==> src/hw/rtl/rs_pkg.sv <==
// Shared constants, types and command/status structs for the record stack.
package rs_pkg;

	localparam int WORD_DEPTH   = 1024;
	localparam int RECORD_DEPTH = 64;
	localparam int RECORD_MAX   = 64;

	localparam int DATA_W = 32;
	localparam int WA_W   = $clog2(WORD_DEPTH);
	localparam int WC_W   = $clog2(WORD_DEPTH + 1);
	localparam int RA_W   = $clog2(RECORD_DEPTH);
	localparam int RC_W   = $clog2(RECORD_DEPTH + 1);
	localparam int LEN_W  = $clog2(RECORD_MAX + 1);

	typedef enum logic [1:0] {
		ST_VALUE    = 2'd0,
		ST_EMPTY    = 2'd1,
		ST_OVERFLOW = 2'd2
	} rs_status_t;

	localparam logic REQ_PUSH = 1'b0;
	localparam logic REQ_POP  = 1'b1;

	typedef struct packed {
		logic do_push;
		logic do_overflow;
		logic do_empty;
		logic do_pop;
		logic do_start;
		logic do_word;
	} rs_cmd_t;

	typedef struct packed {
		logic stack_empty;
		logic push_fits;
		logic out_free;
		logic word_last;
	} rs_stat_t;

endpackage

==> src/hw/rtl/rs_ctrl.sv <==
// Controller state machine: accepts requests and sequences record pops.
module rs_ctrl (
	input  logic             clk,
	input  logic             arst_n,
	input  logic             s_tvalid,
	input  logic             s_tuser,
	output logic             s_tready,
	input  rs_pkg::rs_stat_t stat,
	output rs_pkg::rs_cmd_t  cmd
);
	import rs_pkg::*;

	typedef enum logic [2:0] {
		S_IDLE  = 3'b001,
		S_START = 3'b010,
		S_LOAD  = 3'b100
	} state_t;

	state_t state_q;
	state_t state_d;
	logic   accept;

	assign s_tready = (state_q == S_IDLE) && stat.out_free;
	assign accept   = s_tvalid && s_tready;

	always_comb begin
		cmd     = '0;
		state_d = state_q;
		unique case (state_q)
			S_IDLE: begin
				if (accept) begin
					if (s_tuser == REQ_PUSH) begin
						cmd.do_push     = stat.push_fits;
						cmd.do_overflow = !stat.push_fits;
					end else if (stat.stack_empty) begin
						cmd.do_empty = 1'b1;
					end else begin
						cmd.do_pop = 1'b1;
						state_d    = S_START;
					end
				end
			end
			S_START: begin
				cmd.do_start = 1'b1;
				state_d      = S_LOAD;
			end
			S_LOAD: begin
				if (stat.out_free) begin
					cmd.do_word = 1'b1;
					if (stat.word_last) begin
						state_d = S_IDLE;
					end
				end
			end
			default: begin
				state_d = S_IDLE;
			end
		endcase
	end

	always_ff @(posedge clk or negedge arst_n) begin
		if (!arst_n) begin
			state_q <= S_IDLE;
		end else begin
			state_q <= state_d;
		end
	end

endmodule

==> config.mk <==
export PLATFORM = sky130hd
export DESIGN_NAME = rs_ctrl
export DESIGN_NICKNAME = d
export VERILOG_FILES = /design/src/hw/rtl/rs_pkg.sv /design/src/hw/rtl/rs_ctrl.sv
export SDC_FILE = /design/constraint.sdc
export NUM_CORES = 1
export LEC_CHECK = 0
export BUFFER_PORTS_ARGS = -buffer_cell sky130_fd_sc_hd__buf_4
export CORE_AREA = 2 2 39 41
export CTS_BUF_LIST = sky130_fd_sc_hd__clkbuf_16
export DETAILED_ROUTE_END_ITERATION = 10
export DIE_AREA = 0 0 41 43
export PLACE_DENSITY = 0.38
export SLEW_MARGIN = 20
export SYNTH_ARGS = -nofsm -noshare
export SYNTH_HDL_FRONTEND = slang
export SYNTH_SLANG_ARGS = --single-unit
==> constraint.sdc <==
create_clock -name clk -period 1.5 [get_ports clk]
set_input_delay 0.3 -clock clk [delete_from_list [all_inputs] [get_ports clk]]
set_output_delay 0.3 -clock clk [all_outputs]
set_load 0.03 [all_outputs]
# Yosys cells after proc, flatten, opt, wreduce, memory -nomap -nowiden
# Index checks and enable logic that the tools add are counted.
# totals
out_inout_bits	7
inputBits	8
elab_cells	28
register_bits	3
# classes
n_eq_ne	8
mux	15
n_reduce_logical	4
# op_table
operator	count
3-bit 2-to-1 mux	5
2-bit != test (second input constant)	5
3-bit case mux with 3 select lines	1
4-bit 2-to-1 mux	2
1-bit 2-to-1 mux	5
5-bit AND reduction	1
2-bit 2-to-1 mux	2
3-bit by 1-bit equality test with 1-bit output (second input constant)	1
3-bit by 2-bit equality test with 1-bit output (second input constant)	1
3-bit equality test (second input constant)	1
1-bit logical AND	2
1-bit logical NOT	1

# Longest topological paths before layout
# logic_depth
ltp_word	5
mapped_depth	3
ltp_nobuf	3

# Worst setup path after synthesis
# OpenSTA, ideal clock, no wires.
# synth_path
kind	register -> output
start	register state_q[0]
end	output port cmd[4] in the netlist's numbering
t_required_ns	1.200
path_buffers	0
setup_slack_ns	-0.367
stages_incl_launch_ff	4
arrival_ns	1.567
cell_sequence	dfstp_2 -> nor3b_2 -> nand3_1 -> nor3_1
# synth_lines
item	line_no	rtl
start: declaration	rs_ctrl.sv:19	state_t state_q;
start signal: assignment	rs_ctrl.sv:65	state_q <= state_d;
end: declaration	rs_ctrl.sv:9	output rs_pkg::rs_cmd_t cmd

==> summary.txt <==
Cells and area
  – Nets: 63
  – Antenna cell count: 0
  – # fillers: 139
  – Top Registers: state_q (3)
  – Most flops, register: state_q
  – Number of flip-flops in the largest register: 3
  – Cell area after layout: 584.3 um2
  – Share of cells above drive strength 1: 68.52%
  – Core Util, Final: 42.22%
  – Area delta synth->final: 149.7%

Floorplan
  – Initial Util: 16.91%
  – Full die area: 1763 um2
  – Die Span X: 41 um
  – Core Rows: 14
  – Num ports: 15
  – Core box area: 1384 um2
  – Die Y-Extent: 43 um

Power
  – Sequential share of power: 14.6%
  – Clock share of power: 68.0%
  – Switch Pwr: 118.7 uW
  – Power density over the cells: 1031 nW/um2
  – Comb pwr share: 17.4%
  – Power Total: 602.6 uW
  – P_leak: 0.2690 nW
  – Sw frac: 19.69%
  – Pint: 483.9 uW
  – Maximum vdd drop: 0.8564 mV

Place
  – Pre-CTS setup slack: -80.18 ps
  – Placed cell areas: 435.4 um2
  – DP HPWL: 582.6 um
  – GPL Wtd Cong: 0.6699
  – Port buffer count: 14

STA
  – Worst slew pin tran: 212.9 ps
  – Setup-failing EPs final: 6
  – Max_slew headroom: 85.65%
  – Period utilization: 118.1%
  – RSZ-0062 raised after global routing: true
  – Max Freq: 0.5646 GHz
  – Final hold viol count: 0
  – Max-slew violation count: 0
  – Min cycle time layout: 1771 ps
  – Final Skew: 3.428 ps
  – Final worst slack: -271.2 ps
  – Setup TNS: -1244 ps

Status
  – Status: finished with violations
  – Failing checks: setup timing

CTS
  – Worst-path clk slew: 30 ps
  – Root buffer cell: clkbuf_16
  – CTS tree: yes
  – Total CTS buffers: 3
  – Clock Latency Late Sink: 220 ps
  – CTS sink cnt: 3
  – # H-tree levels: 1
  – Clock tree buffer depth: 2

Synth
  – Area of the mapped netlist: 234.0 um2
  – Syn_area_per_cell: 8.068 um2
  – Post-synth ARST share: 100.0%
  – Sequential share of the synthesized area: 32.62%
  – Number of synthesized register bits: 3
  – Netlist cell types: 18
  – Syn_nets: 37
  – Ys Warns: 0
  – Post-synth EDFFs: 0
  – Top-count cell post-synth: o21ai_0
  – Post-synth top area share: 21.39%
  – Main synth FF type: dfrtp_1
  – Synth Instances: 29
  – Area contributors post-synth: dfrtp_1, dfstp_2, nor3b_2
  – Synth area leader: dfrtp_1

Critical path
  – Worst R2R End: state_q[1]
  – CP max FO: 3
  – Critical path required time: 1200 ps
  – R2R setup slack: 170 ps
  – Worst Setup Path Type: flop to output pin
  – Crit path DAT: 1470 ps
  – Startpoint types: flop
  – Worst R2R Start: state_q[0]
  – Critical Path End Type: output pin
  – R2R depth: 4

Routing
  – Initial DRC Count: 6
  – DRC: 0
  – Wire per inst: 10.80 um
  – Final WL: 756 um
  – Vias: 296
  – Vias per cell: 4.229
  – Antenna Nets Post-Route: 0
  – Drt pass-1 iters: 3

Worst hold path
  – Min-delay src: stat[0]
  – HP Class: input pin to flop
  – Hold EP: state_q[2]
  – WHS Path Cells: 4

GRT
  – First-pass GRT wire length: 1186 um
  – Largest net degree at the start of global routing: 8
  – Vias in the first global route: 305
  – GRT overflow: 0
  – Initial antenna violation count: 0
  – GRT Resource Usage Total: 9.970%

Run
  – Max-cap violation count: 0
layout make-up:
class	instances	area, um2	area share (%)
clock inverters	1	3.754	0.6424
flip-flops and latches	3	76.32	13.06
multi-input cells	25	219.0	37.47
inverters	1	3.754	0.6424
repair buffers	21	186.4	31.91
clock buffers	3	75.07	12.85
well taps	16	20.02	3.426
cell usage in the layout (no fill, tap or decap), types with 2 or more instances in the layout:
| cell | synthesis | layout |
|---|---|---|
| nor3b_4 | 0 | 2 |
| nor3_4 | 0 | 2 |
| o21ai_0 | 4 | 4 |
| buf_6 | 0 | 7 |
| nor2_2 | 0 | 2 |
| dfrtp_1 | 2 | 2 |
| buf_4 | 0 | 13 |
| clkbuf_16 | 0 | 3 |
repair_timing:
action / in CTS / in global routing
pin swaps: 6 / 4
endpoints found under the hold margin: 2 / 0
hold buffers: 1 / 0
endpoints found under the setup margin: 7 / 8
setup buffers: 2 / 2
resized for setup: 10 / 4
worst max-delay path by stage:
stage	start	end	slack, ps	cells past startpoint
after floorplan	state_q[0]	cmd[5]	-100	3
final	state_q[0]	cmd[5]	-270	4
after global placement	state_q[0]	cmd[5]	-60	4
after global routing	state_q[0]	cmd[2]	-360	4
after detailed placement	state_q[0]	cmd[5]	-80	4
after CTS	state_q[0]	cmd[5]	-300	4
metrics by stage:
step,instances,hold slack (ps)
global route,70,410.7
CTS,70,381.8
finish,70,391.2
floorplan,29,4.409
detailed placement,64,89.18
global placement,64,90.30
power groups by stage:
stage / combinational [mW] / sequential (mW) / clock (mW)
after floorplan: 0.0406 / 0.0901 / 0
after global placement: 0.0878 / 0.0883 / 0
after detailed placement: 0.0877 / 0.0885 / 0
after CTS: 0.102 / 0.0878 / 0.417
after global routing: 0.112 / 0.0884 / 0.424
final: 0.105 / 0.0880 / 0.410
worst max-delay path, stage by stage, from the launching register on:
cell	delay [ps]
dfstp_2	520
nor3b_4	220
nand3_2	150
nor3b_4	200
buf_6	150
cell families after synthesis:
family,count (synthesis),synth area share (%)
AO/OA/AOI/OAI,6,12.83
buffers and inverters,1,1.603
flip-flops,3,32.62
AND/OR/NAND/NOR,19,52.95
layer usage:
layer  global-route usage [%]  part of all wire, %
met5                        0                    0
met4                    2.000                    0
met3                    4.712                  4.5
met2                    15.31                   50
met1                    12.34                   45
Power figures use the tool's default switching activity.
